==> src/hw/rtl/sjf_pkg.sv <==
// Shared constants, types and character tables for the SSE JSON string framer.
// No dependencies; used by sjf_escape, sse_json_string_framer and sjf_checker.
`default_nettype none

package sjf_pkg;

    localparam int ESCAPE_BUFFER_BYTES = 4096;
    localparam int BUDGET_W            = $clog2(ESCAPE_BUFFER_BYTES);
    localparam int ESC_RESERVE         = 6;
    localparam int PREFIX_LEN          = 18;
    localparam int IDX_W               = $clog2(PREFIX_LEN);
    localparam int SUFFIX_LEN          = 4;
    localparam int CTRL_LIMIT          = 32;
    localparam logic [15:0] CAPACITY_RESET = 16'd4096;

    localparam logic [BUDGET_W-1:0] BUDGET_FULL = BUDGET_W'(ESCAPE_BUFFER_BYTES - 1);

    // output bytes spent per content byte
    localparam logic [2:0] COST_PLAIN   = 3'd1;
    localparam logic [2:0] COST_SHORT   = 3'd2;
    localparam logic [2:0] COST_UNICODE = 3'd6;

    localparam logic ACT_BYTE = 1'b0;
    localparam logic ACT_END  = 1'b1;

    localparam logic [7:0] CH_QUOTE = 8'h22;
    localparam logic [7:0] CH_BSL   = 8'h5C;
    localparam logic [7:0] CH_LF    = 8'h0A;
    localparam logic [7:0] CH_CR    = 8'h0D;
    localparam logic [7:0] CH_TAB   = 8'h09;
    localparam logic [7:0] CH_RBRC  = 8'h7D;
    localparam logic [7:0] CH_ZERO  = 8'h30;
    localparam logic [7:0] CH_U     = 8'h75;
    localparam logic [7:0] CH_N     = 8'h6E;
    localparam logic [7:0] CH_R     = 8'h72;
    localparam logic [7:0] CH_T     = 8'h74;

    typedef struct packed {
        logic [7:0] data;
        logic       item_last;   // final byte of this request
        logic       prefix_done; // final byte of the frame prefix
        logic [2:0] cost;        // budget spent, valid with item_last
    } sjf_emit_t;

    // data: {"content":"
    function automatic logic [7:0] prefix_char(input logic [IDX_W-1:0] idx);
        logic [7:0] ch;
        case (idx)
            5'd0:    ch = 8'h64;
            5'd1:    ch = 8'h61;
            5'd2:    ch = 8'h74;
            5'd3:    ch = 8'h61;
            5'd4:    ch = 8'h3A;
            5'd5:    ch = 8'h20;
            5'd6:    ch = 8'h7B;
            5'd7:    ch = CH_QUOTE;
            5'd8:    ch = 8'h63;
            5'd9:    ch = 8'h6F;
            5'd10:   ch = 8'h6E;
            5'd11:   ch = 8'h74;
            5'd12:   ch = 8'h65;
            5'd13:   ch = 8'h6E;
            5'd14:   ch = 8'h74;
            5'd15:   ch = CH_QUOTE;
            5'd16:   ch = 8'h3A;
            5'd17:   ch = CH_QUOTE;
            default: ch = 8'h00;
        endcase
        return ch;
    endfunction

    // "}\n\n
    function automatic logic [7:0] suffix_char(input logic [1:0] idx);
        logic [7:0] ch;
        case (idx)
            2'd0:    ch = CH_QUOTE;
            2'd1:    ch = CH_RBRC;
            default: ch = CH_LF;
        endcase
        return ch;
    endfunction

    function automatic logic [7:0] hex_char(input logic [3:0] nib);
        logic [7:0] ch;
        if (nib < 4'd10)
            ch = CH_ZERO + {4'd0, nib};
        else
            ch = 8'h57 + {4'd0, nib}; // 'a' - 10
        return ch;
    endfunction

endpackage

`default_nettype wire

==> src/hw/rtl/sjf_escape.sv <==
// Byte selector: picks the frame byte for the current position of a request.
// Depends on sjf_pkg.
`default_nettype none

module sjf_escape (
    input  wire logic                       prefix_phase,
    input  wire logic                       action,
    input  wire logic [7:0]                 content_byte,
    input  wire logic [sjf_pkg::IDX_W-1:0]  idx,
    output sjf_pkg::sjf_emit_t              emit
);

    logic [7:0] short_char;
    logic       is_short;
    logic       is_ctrl;

    always_comb
    begin
        is_short   = 1'b1;
        short_char = content_byte;
        case (content_byte)
            sjf_pkg::CH_QUOTE: short_char = sjf_pkg::CH_QUOTE;
            sjf_pkg::CH_BSL:   short_char = sjf_pkg::CH_BSL;
            sjf_pkg::CH_LF:    short_char = sjf_pkg::CH_N;
            sjf_pkg::CH_CR:    short_char = sjf_pkg::CH_R;
            sjf_pkg::CH_TAB:   short_char = sjf_pkg::CH_T;
            default:           is_short   = 1'b0;
        endcase
    end

    assign is_ctrl = (content_byte < 8'(sjf_pkg::CTRL_LIMIT));

    always_comb
    begin
        emit.data        = 8'h00;
        emit.item_last   = 1'b0;
        emit.prefix_done = 1'b0;
        emit.cost        = sjf_pkg::COST_PLAIN;
        if (prefix_phase)
        begin
            emit.data        = sjf_pkg::prefix_char(idx);
            emit.prefix_done = (idx == sjf_pkg::IDX_W'(sjf_pkg::PREFIX_LEN - 1));
        end
        else if (action == sjf_pkg::ACT_END)
        begin
            emit.data      = sjf_pkg::suffix_char(idx[1:0]);
            emit.item_last = (idx == sjf_pkg::IDX_W'(sjf_pkg::SUFFIX_LEN - 1));
        end
        else if (is_short)
        begin
            emit.cost      = sjf_pkg::COST_SHORT;
            emit.data      = (idx == '0) ? sjf_pkg::CH_BSL : short_char;
            emit.item_last = (idx == sjf_pkg::IDX_W'(sjf_pkg::COST_SHORT - 3'd1));
        end
        else if (is_ctrl)
        begin
            // \u00XX
            emit.cost      = sjf_pkg::COST_UNICODE;
            emit.item_last = (idx == sjf_pkg::IDX_W'(sjf_pkg::COST_UNICODE - 3'd1));
            case (idx[2:0])
                3'd0:    emit.data = sjf_pkg::CH_BSL;
                3'd1:    emit.data = sjf_pkg::CH_U;
                3'd2:    emit.data = sjf_pkg::CH_ZERO;
                3'd3:    emit.data = sjf_pkg::CH_ZERO;
                3'd4:    emit.data = sjf_pkg::hex_char(content_byte[7:4]);
                default: emit.data = sjf_pkg::hex_char(content_byte[3:0]);
            endcase
        end
        else
        begin
            emit.data      = content_byte;
            emit.item_last = 1'b1;
        end
    end

endmodule

`default_nettype wire

==> src/hw/rtl/sse_json_string_framer.sv <==
// SSE JSON string framer: wraps message bytes as  data: {"content":"..."}\n\n
// Depends on sjf_pkg and sjf_escape.
//
// Usage:
//   Request channel (req_valid / req_stall): action 0 carries one content byte,
//   action 1 closes the message. Result channel (res_valid / res_stall) gives
//   one frame byte per transfer; run_last marks the last byte of a request,
//   frame_end the closing newline, with frame_length and too_long. The user must
//   write capacity via cfg_write_en / cfg_write_data while idle; not enforced.
// Timing:
//   A request sits in one input register; unless res_stall holds the output
//   register, the selector produces one byte per cycle into it, which sets the
//   rate. An accepted request is registered in the input register, then its
//   first byte in the output register. A plain byte gives 1 output byte, a
//   short escape 2, a \u00XX escape 6, a close 4; a frame's first request adds
//   18 prefix bytes. Bytes beyond the escape budget are dropped with no result.
// Reset: no frame open, budget full, capacity 4096, both registers empty.
// Stall: res_stall holds the output register; the input register then holds
//   its request and req_stall rises until the byte stream moves on.
`default_nettype none

module sse_json_string_framer (
    input  wire logic        clk,
    input  wire logic        rst_n,
    input  wire logic        cfg_write_en,
    input  wire logic [15:0] cfg_write_data,
    input  wire logic        req_valid,
    output logic             req_stall,
    input  wire logic        action,
    input  wire logic [7:0]  content_byte,
    output logic             res_valid,
    input  wire logic        res_stall,
    output logic [7:0]       out_byte,
    output logic             run_last,
    output logic             frame_end,
    output logic             too_long,
    output logic [15:0]      frame_length
);

    logic                          item_valid_reg, item_valid_next;
    logic                          item_action_reg;
    logic [7:0]                    item_byte_reg;
    logic [sjf_pkg::IDX_W-1:0]     idx_reg, idx_next;
    logic                          in_frame_reg, in_frame_next;
    logic [sjf_pkg::BUDGET_W-1:0]  budget_reg, budget_next;
    logic [15:0]                   count_reg, count_next;
    logic [15:0]                   capacity_reg;
    logic                          out_valid_reg, out_valid_next;

    sjf_pkg::sjf_emit_t emit;
    logic        drop;
    logic        emit_en;
    logic        item_done;
    logic        accept;
    logic        closing;
    logic [15:0] count_inc;

    sjf_escape u_escape (
        .prefix_phase (!in_frame_reg),
        .action       (item_action_reg),
        .content_byte (item_byte_reg),
        .idx          (idx_reg),
        .emit         (emit)
    );

    // budget spent: byte discarded without output
    assign drop      = item_valid_reg && (item_action_reg == sjf_pkg::ACT_BYTE) && in_frame_reg
                       && (budget_reg <= sjf_pkg::BUDGET_W'(sjf_pkg::ESC_RESERVE));
    assign emit_en   = item_valid_reg && !drop && (!out_valid_reg || !res_stall);
    assign item_done = drop || (emit_en && emit.item_last);
    assign req_stall = item_valid_reg && !item_done;
    assign accept    = req_valid && !req_stall;
    assign closing   = emit_en && emit.item_last && (item_action_reg == sjf_pkg::ACT_END);
    assign count_inc = count_reg + 16'd1;

    always_comb
    begin
        item_valid_next = item_valid_reg;
        idx_next        = idx_reg;
        in_frame_next   = in_frame_reg;
        budget_next     = budget_reg;
        count_next      = count_reg;
        out_valid_next  = out_valid_reg;

        if (accept)
            item_valid_next = 1'b1;
        else if (item_done)
            item_valid_next = 1'b0;

        if (emit_en)
        begin
            out_valid_next = 1'b1;
            count_next     = count_inc;
            if (emit.item_last || emit.prefix_done)
                idx_next = '0;
            else
                idx_next = idx_reg + sjf_pkg::IDX_W'(1);
            if (emit.prefix_done)
                in_frame_next = 1'b1;
            if (emit.item_last)
                budget_next = budget_reg - sjf_pkg::BUDGET_W'(emit.cost);
            if (closing)
            begin
                in_frame_next = 1'b0;
                budget_next   = sjf_pkg::BUDGET_FULL;
                count_next    = '0;
            end
        end
        else if (!res_stall)
        begin
            out_valid_next = 1'b0;
        end
    end

    always_ff @(posedge clk or negedge rst_n)
    begin
        if (!rst_n)
        begin
            item_valid_reg <= 1'b0;
            idx_reg        <= '0;
            in_frame_reg   <= 1'b0;
            budget_reg     <= sjf_pkg::BUDGET_FULL;
            count_reg      <= '0;
            capacity_reg   <= sjf_pkg::CAPACITY_RESET;
            out_valid_reg  <= 1'b0;
        end
        else
        begin
            item_valid_reg <= item_valid_next;
            idx_reg        <= idx_next;
            in_frame_reg   <= in_frame_next;
            budget_reg     <= budget_next;
            count_reg      <= count_next;
            out_valid_reg  <= out_valid_next;
            if (cfg_write_en)
                capacity_reg <= cfg_write_data;
        end
    end

    // payload registers
    always_ff @(posedge clk)
    begin
        if (accept)
        begin
            item_action_reg <= action;
            item_byte_reg   <= content_byte;
        end
        if (emit_en)
        begin
            out_byte     <= emit.data;
            run_last     <= emit.item_last;
            frame_end    <= closing;
            too_long     <= closing && (count_inc >= capacity_reg);
            frame_length <= closing ? count_inc : 16'd0;
        end
    end

    assign res_valid = out_valid_reg;

endmodule

`default_nettype wire

==> config.mk <==
export PLATFORM = sky130hd
export DESIGN_NAME = sse_json_string_framer
export DESIGN_NICKNAME = d
export VERILOG_FILES = /design/src/hw/rtl/sjf_pkg.sv /design/src/hw/rtl/sjf_escape.sv /design/src/hw/rtl/sse_json_string_framer.sv
export SDC_FILE = /design/constraint.sdc
export NUM_CORES = 1
export LEC_CHECK = 0
export ABC_AREA = 1
export BUFFER_PORTS_ARGS = -buffer_cell sky130_fd_sc_hd__buf_2
export CAP_MARGIN = 5
export CORE_MARGIN = 1
export CORE_UTILIZATION = 60
export CTS_BUF_LIST = sky130_fd_sc_hd__clkbuf_4 sky130_fd_sc_hd__clkbuf_8 sky130_fd_sc_hd__clkbuf_16
export DETAILED_ROUTE_END_ITERATION = 16
export GPL_TIMING_DRIVEN = 0
export PLACE_DENSITY = 0.91
export SLEW_MARGIN = 20
export SYNTH_ARGS = -nofsm -noshare
export SYNTH_HDL_FRONTEND = slang
export SYNTH_SLANG_ARGS = --single-unit
==> constraint.sdc <==
create_clock -name clk -period 3.51 [get_ports clk]
set_input_delay 0.5265 -clock clk [delete_from_list [all_inputs] [get_ports clk]]
set_output_delay 0.5265 -clock clk [all_outputs]
set_load 0.05 [all_outputs]
==> flow_summary.json <==
{
  "drive_gt1_share_pct": 17.1,
  "grtUsageTotal_pct": 27.5,
  "drc": 0,
  "critPathKind": "reg2reg",
  "worstPathCellList": "inv_1 -> ha_1 -> nand2_1 -> nor2_1 -> nor2_2 -> nand2_2 -> o21ai_1 -> ha_1 -> inv_1 -> fa_1 -> nand2_1 -> nand3_1 -> nor2_1 -> nand2_1 -> nand2_1 -> nand2_1 -> o2111ai_1 -> nand2_1",
  "totalWireLength_mm": 12.7,
  "cts_buffer_depth": 2,
  "chipHeight_um": 99.2,
  "root_buffer": "clkbuf_8",
  "power_density_mw_per_mm2": 748,
  "path_delay_family": "simple AND/OR/NAND/NOR gates",
  "synth_top_cell_by_area": "edfxtp_1",
  "syn_inst": 731,
  "synth_fp_nets": 797,
  "final_cell_area_mm2": 0.00633,
  "max-slew-margin-rel_pct": 41.2,
  "skew_ns": 0.00700,
  "synth_edf_count": 36,
  "reg2reg_depth": 18,
  "max_cap_violations": 0,
  "critPathArrivalTime_ns": 3.50,
  "synth_cell_types": 43,
  "drt_first_iter_violations": 223,
  "p_switching_mw": 2.16,
  "min_period_over_period_pct": 90.9,
  "grt_pass1_vias": 4844,
  "combPwrFrac_pct": 47.8,
  "cellInternalPower_mw": 2.57,
  "clkPwrFrac_pct": 16.8,
  "switching_share_pct": 45.6,
  "gp_congestion": 0.991,
  "timing.final.crit_period_ns": 3.19,
  "dpl_worst_slack_ns": 0.143,
  "postPlaceCellArea_mm2": 0.00611,
  "ys_ff_latch": 88,
  "synth_area_leaders": "edfxtp_1 (19%), dfrtp_1 (17%), nand2_1 (13%), ha_1 (7.7%), inv_1 (7.3%)",
  "start_util_pct": 61.7,
  "grt_pass1_wl_mm": 21.6,
  "syn_area_mm2": 0.00567,
  "rsz0062_at_grt": "no",
  "yosys-top-cells-count": "nand2_1 (204), inv_1 (111), nor2_1 (63), o21ai_0 (46), dfrtp_1 (39)",
  "rrSetupSlack_ns": 0.32,
  "ys_async_sr_fraction_pct": 59.1,
  "worstPathMaxFanout": 4,
  "vias_per_cell": 5.49,
  "drv_slew": 0,
  "die_x_um": 99.2,
  "status": "finished, final reports clean",
  "placement_rows": 35,
  "portBuffers": 58,
  "clk-insertion-delay-late_ns": 0.37,
  "antennaDiodeCount": 0,
  "hpwl_mm": 9.56,
  "route.vias.total": 5029,
  "fmax_mhz": 313,
  "yosys_most_used_dff": "dfrtp_1",
  "coreArea_mm2": 0.00920,
  "htree_levels": 3,
  "yosysSeqAreaShare_pct": 42.3,
  "hold_class": "in2async",
  "antenna_found_initial": 0,
  "dr.pass1.iters": 5,
  "crit_path_start_kind": "flop",
  "synth.most_common_cell": "nand2_1",
  "avgSynthCellArea_um2": 7.76,
  "worst_pin_slew_ns": 0.879,
  "wl_per_cell_um": 13.9,
  "ys_warn_count": 0,
  "die_area_mm2": 0.00985,
  "nets": 866,
  "required_ns": 3.81,
  "cp_slowest_cell": "edfxtp_1",
  "io_pins": 59,
  "r2r-end": "budget_reg[10]",
  "end_kind": "flop",
  "seqPwrFrac_pct": 35.4,
  "synth_top_area_share_pct": 19.1,
  "fin_util_pct": 68.8,
  "ant_nets": 0,
  "clk_pin_slew_ns": 0.09,
  "cp_num_buf_inv": 2,
  "setup_ws_ns": 0.319,
  "grt_overflow": 0,
  "vdd_drop_max_uv": 367,
  "p_leak_nw": 3.19,
  "area_growth_pct": 11.6,
  "clock-sinks": 88,
  "cts_tree": "done",
  "crit_top_cell": "nand2_1",
  "grt_max_degree": 53,
  "crit-reg2reg-launch": "item_byte_reg[0]",
  "tns_ns": 0,
  "cts_buffers": 9,
  "setup_viol_count_final": 0,
  "hold_violations": 0,
  "max_stage_delay_ns": 0.46
}
==> what timing repair did <==
item | in CTS | in global routing
endpoints found under the setup margin | 0 | 2
hold buffers | 0 | 0
resized for setup | 0 | 1
buffers inserted | 0 | 0
endpoints found under the hold margin | 0 | 0
==> power by group through the flow <==
stage	clock network (mW)	registers [mW]	logic (mW)
floorplan	0	1.90	1.46
global placement	0	1.67	2.15
detailed placement	0	1.68	2.23
CTS	0.800	1.66	2.24
global route	0.845	1.71	2.54
finish	0.795	1.67	2.26
==> per-layer routing <==
layer  track usage [%]  part of all wire [%]  vias up
li1                  -                     -     2478
met1              33.2                    41     2365
met2              49.4                    52      162
met3              4.57                   5.0       24
met4              10.1                   1.9        0
met5                 0                     0        -
==> cell families (layout without fill, tap and decap cells) <==
family | Yosys count | count (layout) | synth area share [%]
buffers and inverters | 137 | 211 | 10.3
AO/OA/AOI/OAI | 101 | 101 | 10.2
flip-flops | 88 | 88 | 42.3
multiplexers | 1 | 1 | 0.198
XOR/XNOR | 14 | 14 | 2.16
adder cells (fa/ha/maj) | 36 | 36 | 8.07
AND/OR/NAND/NOR | 354 | 354 | 26.8
==> worst register-to-register path, stage by stage (launching register included) <==
cell	delay, ns
edfxtp_1	0.46
inv_1	0.10
ha_1	0.20
nand2_1	0.11
nor2_1	0.08
nor2_2	0.15
nand2_2	0.09
o21ai_1	0.33
ha_1	0.25
inv_1	0.07
fa_1	0.38
nand2_1	0.12
nand3_1	0.12
nor2_1	0.24
nand2_1	0.09
nand2_1	0.06
nand2_1	0.05
o2111ai_1	0.17
nand2_1	0.07
==> worst max path at each step <==
stage / start / endpoint / depth (start not counted)
2_1_floorplan: item_byte_reg[0] / budget_reg[10] / 17
3_3_place_gp: item_byte_reg[0] / budget_reg[10] / 18
3_5_place_dp: item_byte_reg[4] / budget_reg[10] / 18
4_1_cts: item_byte_reg[4] / budget_reg[10] / 18
5_1_grt: item_byte_reg[4] / budget_reg[10] / 18
6_report: item_byte_reg[0] / budget_reg[10] / 18
==> per-stage QoR <==
stage | hold WS (ns) | power (mW) | instances
after global routing | 0.223 | 5.09 | 916
after detailed placement | 0.466 | 3.91 | 900
final | 0.178 | 4.73 | 916
after CTS | 0.216 | 4.71 | 916
after floorplan | 0.231 | 3.36 | 731
after global placement | 0.462 | 3.82 | 900
==> cells in the final DEF (no fill, tap or decap), drive strengths merged, types with 2 or more instances in the layout <==
cell and instances:
a21oi 26, a22oi 2, a31oi 6, buf 75, bufinv 2, clkbuf 14
clkinv 4, dfrtp 39, dfstp 13, edfxtp 36, ha 35, inv 115
nand2 208, nand3 35, nand4 9, nor2 85, nor3 13, o2111ai 9
o211ai 2, o21a 2, o21ai 49, or2 3, xor2 14
==> cell type report <==
type	instances	area (µm²)
fill	718	2870
multi-input combinational	506	2690
sequential	88	2400
inverter	117	439
timing repair buffer	58	293
clock buffer	11	145
buffer	20	143
tap	111	139
clock inverter	5	80.1
Note: power is estimated with default switching activity, not from simulation.
